### src/hdl/bafmt_pkg.sv
// bafmt_pkg: widths, format codes, character constants and the power-of-ten table
// for the number formatter. No dependencies; imported by bafmt_core and the top level.
package bafmt_pkg;

	localparam int VALUE_WIDTH = 16;

	// number of hex digits and the width of the shift register that holds them
	localparam int HEX_DIGITS = (VALUE_WIDTH + 3) / 4;
	localparam int HEX_W      = HEX_DIGITS * 4;

	// decimal digits needed for the largest value
	function automatic int dec_digit_count();
		logic [63:0] p;
		logic [63:0] vmax;
		int          n;
		vmax = (64'd1 << VALUE_WIDTH) - 64'd1;
		p    = 64'd10;
		n    = 1;
		while (p <= vmax) begin
			p = p * 64'd10;
			n = n + 1;
		end
		return n;
	endfunction

	localparam int DEC_DIGITS = dec_digit_count();
	localparam int DIG_W      = (DEC_DIGITS > 1) ? $clog2(DEC_DIGITS) : 1;
	localparam int CNT_W      = $clog2(VALUE_WIDTH);

	typedef logic [VALUE_WIDTH-1:0] val_t;
	typedef val_t pow10_arr_t [DEC_DIGITS];

	// entry 0 holds the highest power
	function automatic pow10_arr_t make_pow10();
		pow10_arr_t  p;
		logic [63:0] acc;
		acc = 64'd1;
		for (int k = DEC_DIGITS - 1; k >= 0; k--) begin
			p[k] = val_t'(acc);
			acc  = acc * 64'd10;
		end
		return p;
	endfunction

	localparam pow10_arr_t POW10 = make_pow10();

	localparam logic [7:0] ASCII_ZERO     = 8'd48;
	localparam logic [7:0] ASCII_ONE      = 8'd49;
	localparam logic [7:0] HEX_LETTER_GAP = 8'd7;
	localparam logic [7:0] CHAR_CR        = 8'd13;
	localparam logic [7:0] CHAR_LF        = 8'd10;

	typedef enum logic [1:0] {
		KIND_RAW = 2'd0,
		KIND_BIN = 2'd1,
		KIND_DEC = 2'd2,
		KIND_HEX = 2'd3
	} kind_t;

	typedef enum logic [2:0] {
		ST_IDLE,
		ST_RAW,
		ST_BIN,
		ST_DEC,
		ST_HEX,
		ST_CR,
		ST_LF
	} state_t;

	// one character on its way from the sequencer to the output register
	typedef struct packed {
		logic [7:0] character;
		logic       last;
	} chr_t;

endpackage

### src/hdl/bafmt_core.sv
// bafmt_core: sequencer and shared shift / subtract datapath that turns one value
// into a run of ASCII characters, one per cycle at most. Depends on bafmt_pkg.
module bafmt_core (
	input  logic                         clk,
	input  logic                         arst_n,
	input  logic                         start,
	input  logic [bafmt_pkg::VALUE_WIDTH-1:0] value,
	input  logic [1:0]                   kind,
	input  logic                         emit_ok,
	output logic                         busy,
	output logic                         emit,
	output bafmt_pkg::chr_t              chr
);
	import bafmt_pkg::*;

	state_t              state_q, state_d;
	logic [HEX_W-1:0]    val_q;
	logic [CNT_W-1:0]    cnt_q;
	logic [3:0]          dig_q;
	logic                started_q;

	logic [3:0]          nib;
	logic [7:0]          hex_chr;
	val_t                rem;
	val_t                pw;
	logic [VALUE_WIDTH:0] diff;
	logic                ge;
	logic                hex_end;
	logic                dec_end;
	logic                bin_end;

	logic                shift1, shift4, sub_en, cnt_inc, dig_inc, dig_clr, set_started;

	assign nib     = val_q[HEX_W-1 -: 4];
	assign hex_chr = {4'b0, nib} + ((nib > 4'd9) ? (ASCII_ZERO + HEX_LETTER_GAP) : ASCII_ZERO);
	assign rem     = val_q[VALUE_WIDTH-1:0];
	assign pw      = POW10[cnt_q[DIG_W-1:0]];
	// shared subtractor: borrow out is the compare
	assign diff    = {1'b0, rem} - {1'b0, pw};
	assign ge      = ~diff[VALUE_WIDTH];
	assign hex_end = (cnt_q == CNT_W'(HEX_DIGITS - 1));
	assign dec_end = (cnt_q == CNT_W'(DEC_DIGITS - 1));
	assign bin_end = (cnt_q == CNT_W'(VALUE_WIDTH - 1));
	assign busy    = (state_q != ST_IDLE);

	// next state
	always_comb begin
		state_d = state_q;
		case (state_q)
			ST_IDLE: begin
				if (start) begin
					case (kind_t'(kind))
						KIND_RAW: state_d = ST_RAW;
						KIND_BIN: state_d = ST_BIN;
						KIND_DEC: state_d = ST_DEC;
						KIND_HEX: state_d = ST_HEX;
						default:  state_d = ST_IDLE;
					endcase
				end
			end
			ST_RAW:  if (emit) state_d = ST_IDLE;
			ST_BIN:  if (emit && bin_end) state_d = ST_CR;
			ST_HEX:  if (emit && hex_end) state_d = ST_CR;
			ST_DEC:  if (emit && dec_end) state_d = ST_IDLE;
			ST_CR:   if (emit) state_d = ST_LF;
			ST_LF:   if (emit) state_d = ST_IDLE;
			default: state_d = ST_IDLE;
		endcase
	end

	// outputs and datapath controls
	always_comb begin
		emit          = 1'b0;
		chr.character = ASCII_ZERO;
		chr.last      = 1'b0;
		shift1        = 1'b0;
		shift4        = 1'b0;
		sub_en        = 1'b0;
		cnt_inc       = 1'b0;
		dig_inc       = 1'b0;
		dig_clr       = 1'b0;
		set_started   = 1'b0;
		case (state_q)
			ST_IDLE: begin
			end
			ST_RAW: begin
				chr.character = val_q[7:0];
				chr.last      = 1'b1;
				emit          = emit_ok;
			end
			ST_BIN: begin
				chr.character = val_q[VALUE_WIDTH-1] ? ASCII_ONE : ASCII_ZERO;
				emit          = emit_ok;
				shift1        = emit_ok;
				cnt_inc       = emit_ok;
			end
			ST_HEX: begin
				if (nib == 4'd0 && !started_q && !hex_end) begin
					// leading zero, drop it
					shift4  = 1'b1;
					cnt_inc = 1'b1;
				end else begin
					chr.character = hex_chr;
					emit          = emit_ok;
					shift4        = emit_ok;
					cnt_inc       = emit_ok;
					set_started   = emit_ok;
				end
			end
			ST_DEC: begin
				if (ge) begin
					sub_en  = 1'b1;
					dig_inc = 1'b1;
				end else if (dig_q == 4'd0 && !started_q && !dec_end) begin
					cnt_inc = 1'b1;
				end else begin
					chr.character = ASCII_ZERO + {4'b0, dig_q};
					chr.last      = dec_end;
					emit          = emit_ok;
					cnt_inc       = emit_ok;
					dig_clr       = emit_ok;
					set_started   = emit_ok;
				end
			end
			ST_CR: begin
				chr.character = CHAR_CR;
				emit          = emit_ok;
			end
			ST_LF: begin
				chr.character = CHAR_LF;
				chr.last      = 1'b1;
				emit          = emit_ok;
			end
			default: begin
			end
		endcase
	end

	always_ff @(posedge clk or negedge arst_n) begin
		if (!arst_n) begin
			state_q   <= ST_IDLE;
			cnt_q     <= '0;
			dig_q     <= '0;
			started_q <= 1'b0;
		end else begin
			state_q <= state_d;
			if (start && !busy) begin
				cnt_q     <= '0;
				dig_q     <= '0;
				started_q <= 1'b0;
			end else begin
				if (cnt_inc) cnt_q <= cnt_q + CNT_W'(1);
				if (dig_clr) dig_q <= '0;
				else if (dig_inc) dig_q <= dig_q + 4'd1;
				if (set_started) started_q <= 1'b1;
			end
		end
	end

	always_ff @(posedge clk) begin
		if (start && !busy) begin
			val_q <= HEX_W'(value);
		end else if (shift1) begin
			val_q <= {val_q[HEX_W-2:0], 1'b0};
		end else if (shift4) begin
			val_q <= {val_q[HEX_W-5:0], 4'b0};
		end else if (sub_en) begin
			val_q <= HEX_W'(diff[VALUE_WIDTH-1:0]);
		end
	end

endmodule

### src/hdl/binary_to_ascii_number_formatter_unit.sv
// binary_to_ascii_number_formatter_unit: top level, input handshake and output register
// around the formatting sequencer. Depends on bafmt_pkg and bafmt_core.
//
//   channel  direction  payload            handshake
//   in       receive    value, kind        in_valid / in_stall
//   out      send       character, last    out_valid / out_stall
//
// the accepting cycle itself produces nothing; raw then sends one character, binary
// sends VALUE_WIDTH digits then CR and LF, and hex steps one nibble a cycle while
// out_stall does not hold a printed nibble, skipped leading zeros included, then CR and LF
// decimal skips each leading zero; each other digit is found by repeated subtraction
// of a power of ten in one shared subtractor and then sent as a character
// in_stall stays high from acceptance until the last character enters the output register
// out_stall holds a valid output register and pauses the sequencer's characters; reset empties both
module binary_to_ascii_number_formatter_unit (
	input  logic                              clk,
	input  logic                              arst_n,
	input  logic                              in_valid,
	output logic                              in_stall,
	input  logic [bafmt_pkg::VALUE_WIDTH-1:0] value,
	input  logic [1:0]                        kind,
	output logic                              out_valid,
	input  logic                              out_stall,
	output logic [7:0]                        character,
	output logic                              last
);
	import bafmt_pkg::*;

	logic  busy;
	logic  core_emit;
	logic  emit_ok;
	chr_t  core_chr;
	logic  out_valid_q;
	chr_t  out_q;

	assign emit_ok = !out_valid_q || !out_stall;

	bafmt_core u_core (
		.clk     (clk),
		.arst_n  (arst_n),
		.start   (in_valid),
		.value   (value),
		.kind    (kind),
		.emit_ok (emit_ok),
		.busy    (busy),
		.emit    (core_emit),
		.chr     (core_chr)
	);

	assign in_stall = busy;

	always_ff @(posedge clk or negedge arst_n) begin
		if (!arst_n) begin
			out_valid_q <= 1'b0;
		end else if (core_emit) begin
			out_valid_q <= 1'b1;
		end else if (!out_stall) begin
			out_valid_q <= 1'b0;
		end
	end

	always_ff @(posedge clk) begin
		if (core_emit) out_q <= core_chr;
	end

	assign out_valid = out_valid_q;
	assign character = out_q.character;
	assign last      = out_q.last;

	// an accepted transaction always keeps the input side busy in the cycle after acceptance
	a_busy_after_accept: assert property (@(posedge clk) disable iff (!arst_n)
		(in_valid && !in_stall) |=> in_stall)
		else $error("input not stalled after accepted transaction");

	// nothing is produced while idle
	a_no_emit_idle: assert property (@(posedge clk) disable iff (!arst_n)
		!in_stall |-> !core_emit)
		else $error("character produced while idle");

	// a run that has not reached its final character keeps the block busy
	a_busy_mid_run: assert property (@(posedge clk) disable iff (!arst_n)
		(core_emit && !core_chr.last) |=> in_stall)
		else $error("block went idle in the middle of a run");

endmodule

### config.mk
export PLATFORM = sky130hd
export DESIGN_NAME = binary_to_ascii_number_formatter_unit
export DESIGN_NICKNAME = d
export VERILOG_FILES = /design/src/hdl/bafmt_pkg.sv /design/src/hdl/bafmt_core.sv /design/src/hdl/binary_to_ascii_number_formatter_unit.sv
export SDC_FILE = /design/constraint.sdc
export NUM_CORES = 1
export LEC_CHECK = 0
export BUFFER_PORTS_ARGS = -buffer_cell sky130_fd_sc_hd__buf_4
export CORE_ASPECT_RATIO = 2
export CORE_MARGIN = 2
export CORE_UTILIZATION = 50
export CTS_CLUSTER_SIZE = 12
export DETAILED_ROUTE_END_ITERATION = 10
export PLACE_DENSITY = 0.83
export SLEW_MARGIN = 20
export SYNTH_ARGS = -nofsm -noshare
export SYNTH_HDL_FRONTEND = slang
export SYNTH_SLANG_ARGS = --single-unit
### constraint.sdc
create_clock -name clk -period 3 [get_ports clk]
set_input_delay 0.6 -clock clk [delete_from_list [all_inputs] [get_ports clk]]
set_output_delay 0.6 -clock clk [all_outputs]
set_load 0.02 [all_outputs]
==> impl_results.md <==
- Main synth FF type: edfxtp_1
- Number of global-route vias before repair: 3393
- Diode count: 0
- CTS tree: yes
- FMAX: 340 MHz
- Detailed router's first-iteration violation count: 244
- CP Class: flop to flop
- # nets final: 480
- I/O Buffers: 32
- Tcrit/Tclk final: 98.1%
- R2r worst-path depth: 11
- First-pass GRT wire length: 16200 um
- Crit path from: u_core.cnt_q[1]
- All-Layer GR Usage: 30.4%
- Vias: 3320
- Warnings from Yosys: 0
- Worst skew pair latency: 0.30 ns
- Critical Path Source Type: flop
- WL final: 10300 um
- Class of the tightest hold or removal check: input port to asynchronous set/reset pin
- Reg-to-reg slack, setup: 0.06 ns
- Routed WL per cell: 19.9 um
- Largest net degree at the start of global routing: 19
- Gate count of the mapped netlist: 375
- Slew HR: 41.1%
- Reg2reg start: u_core.cnt_q[1]
- Starting density of the core: 51.8%
- Placer Congestion: 1.03
- Die width: 61.2 um
- Die area: 7240 um2
- # Max-Cap Violations: 0
- CP endpoint kind: flop
- Seq/Total Area, Yosys: 32.9%
- Share of layout cells above drive strength 1: 21.1%
- Least-Margin Pin Slew: 0.880 ns
- Dpl hpwl: 7760 um
- CP Max Fanout: 7
- Post-synth EDFFs: 25
- R2R Path End: u_core.cnt_q[1]
- Tmin final: 2.94 ns
- Max H-tree Level: 2
- DIE HEIGHT: 118 um
- Number of detailed-route iterations in the first pass: 5
- DR DRC count: 0
- Synthesized area per cell: 8.71 um2
- Syn Nets: 424
- Reg clk slew, reported paths: 0.06 ns
- CTS Buffer Depth: 2
- Fillers: 559
- Worst path required time: 3.18 ns
- Status: completed
- CTS Buf Count: 5
- Area Growth Syn to Fin: 22.9%
- FF+latch count, synth: 38
- Remaining Overflow, GRT: 0
- Vias per cell: 6.41
- Initial antenna violation count: 0
- Layout Skew: 0.00690 ns
- Final ANT Viol Nets: 0
- Distinct cells, synth: 62
- Core area: 6310 um2
- Rows: 41
- Synthesized area: 3270 um2
- Critical path endpoint: u_core.cnt_q[1]
- Clk sink count: 38
- Final hold viol count: 0
- Setup TNS: 0 ns
- I/O pins: 33
- Setup violators final: 0
- CP Data Arrival Time: 3.12 ns
- Post-synth ARST share: 34.2%
- Slew Limit Fails: 0
- CTS root buffer: clkbuf_16
==> sequential cells by signal, indices dropped and copies added (netlist names) <==
signal / flops
u_core.rem: 16
out_valid: 1
u_core.cnt_q: 4
character: 8
u_core.state_q: 3
last: 1
u_core.started_q: 1
u_core.dig_q: 4
==> layout make-up <==
cell class	instances	area (um2)	share of cell area [%]
clock buffers	5	125	3.12
flip-flops and latches	38	1080	26.8
well taps	86	108	2.68
multi-input cells	301	2090	52.0
repair buffers	66	508	12.7
clock inverters	3	40.0	0.998
inverters	19	71.3	1.78
==> worst max-delay path, stage by stage (launching register included) <==
cell and delay, ns:
dfrtp_1 0.42, inv_1 0.12, ha_1 0.32, nand2_1 0.12, ha_4 0.32, o211ai_1 0.11, o211ai_1 0.33, a21oi_2 0.09
buf_4 0.18, and2_1 0.18, a21boi_2 0.24, mux2_2 0.39
==> worst min path at each step <==
stage                     cells after the start               to  slack, ns
final                                         1  u_core.cnt_q[1]       0.15
after global routing                          1  u_core.cnt_q[1]       0.17
after CTS                                     1  u_core.cnt_q[1]       0.16
after detailed placement                      1        out_valid       0.47
after global placement                        1  u_core.cnt_q[0]       0.47
after floorplan                               0        out_valid       0.30
==> kinds of logic (layout without fill, tap and decap cells) <==
family / Yosys count / count (layout) / share of synthesized area, %
buf+inv: 36 / 93 / 4.48
simple gates: 137 / 137 / 21.1
flops: 38 / 38 / 32.9
xor+xnor: 12 / 12 / 3.22
fa+ha+maj: 27 / 27 / 10.8
mux: 10 / 10 / 3.10
compound gates: 115 / 115 / 24.3
==> cell usage after synthesis, drive strengths merged (3+ instances only) <==
library cell	n	area (um2)
inv	19	71.3
edfxtp	25	751
a211oi	4	30.0
nor2b	5	31.3
nor3	13	65.1
nor2	32	123
nor4	3	25.0
a21oi	32	164
a222oi	3	30.0
or3	5	36.3
o211ai	4	30.0
clkbuf	13	48.8
a221o	6	60.1
o22ai	3	18.8
mux2i	9	90.1
xor2	5	43.8
nand3	8	40.0
ha	25	313
a31oi	3	18.8
a21o	8	60.1
nand3b	4	30.0
o221ai	6	52.6
dfrtp	13	325
nand2b	6	37.5
nand2	41	154
buf	4	26.3
nor3b	4	30.0
o21ai	23	115
and2	4	25.0
o21a	4	30.0
xnor2	7	61.3
==> per-stage QoR <==
step | area (um2) | std cells | setup slack, ns | utilization [%] | hold slack [ns]
global placement | 3800 | 509 | 0.184 | 60.2 | 0.465
global route | 4010 | 518 | -0.0783 | 63.6 | 0.167
detailed placement | 3800 | 509 | 0.0688 | 60.2 | 0.472
CTS | 3970 | 517 | 0.0505 | 62.8 | 0.157
floorplan | 3270 | 375 | 0.0729 | - | 0.304
finish | 4010 | 518 | 0.0563 | 63.6 | 0.151
==> timing repair <==
action / 4_1_cts / 5_1_grt
resized for setup: 0 / 6
hold buffers: 0 / 0
setup buffers: 0 / 1
setup endpoints to repair: 0 / 39
hold endpoints to repair: 0 / 0
==> per-layer routing <==
layer	global-route usage (%)	vias to the layer above	wire length, um
li1	-	1518	-
met1	30.1	1551	3340
met2	50.1	174	5380
met3	4.92	77	633
met4	27.0	0	935
met5	0	-	0
==> cell usage in the layout, fill, tap and decap left out, types with 3 or more instances in the layout <==
cell type and n:
a21o_1 8, a21oi_1 31, a221o_1 6, a222oi_1 3, a31oi_1 3, and2_1 4
buf_4 65, clkbuf_16 5, dfrtp_1 13, edfxtp_1 25, ha_1 23, inv_1 19
mux2i_1 9, nand2_1 41, nand2b_1 6, nand3_1 8, nand3b_1 4, nor2_1 31
nor2b_1 5, nor3_1 13, nor3b_1 4, o211ai_1 4, o21a_1 4, o21ai_0 23
o221ai_1 6, o22ai_1 3, or3_1 4, xnor2_1 7, xor2_1 5
Power is left out: the tool's default activity adds up to more than one toggle a clock period on the data nets, which glitch-free logic cannot reach.
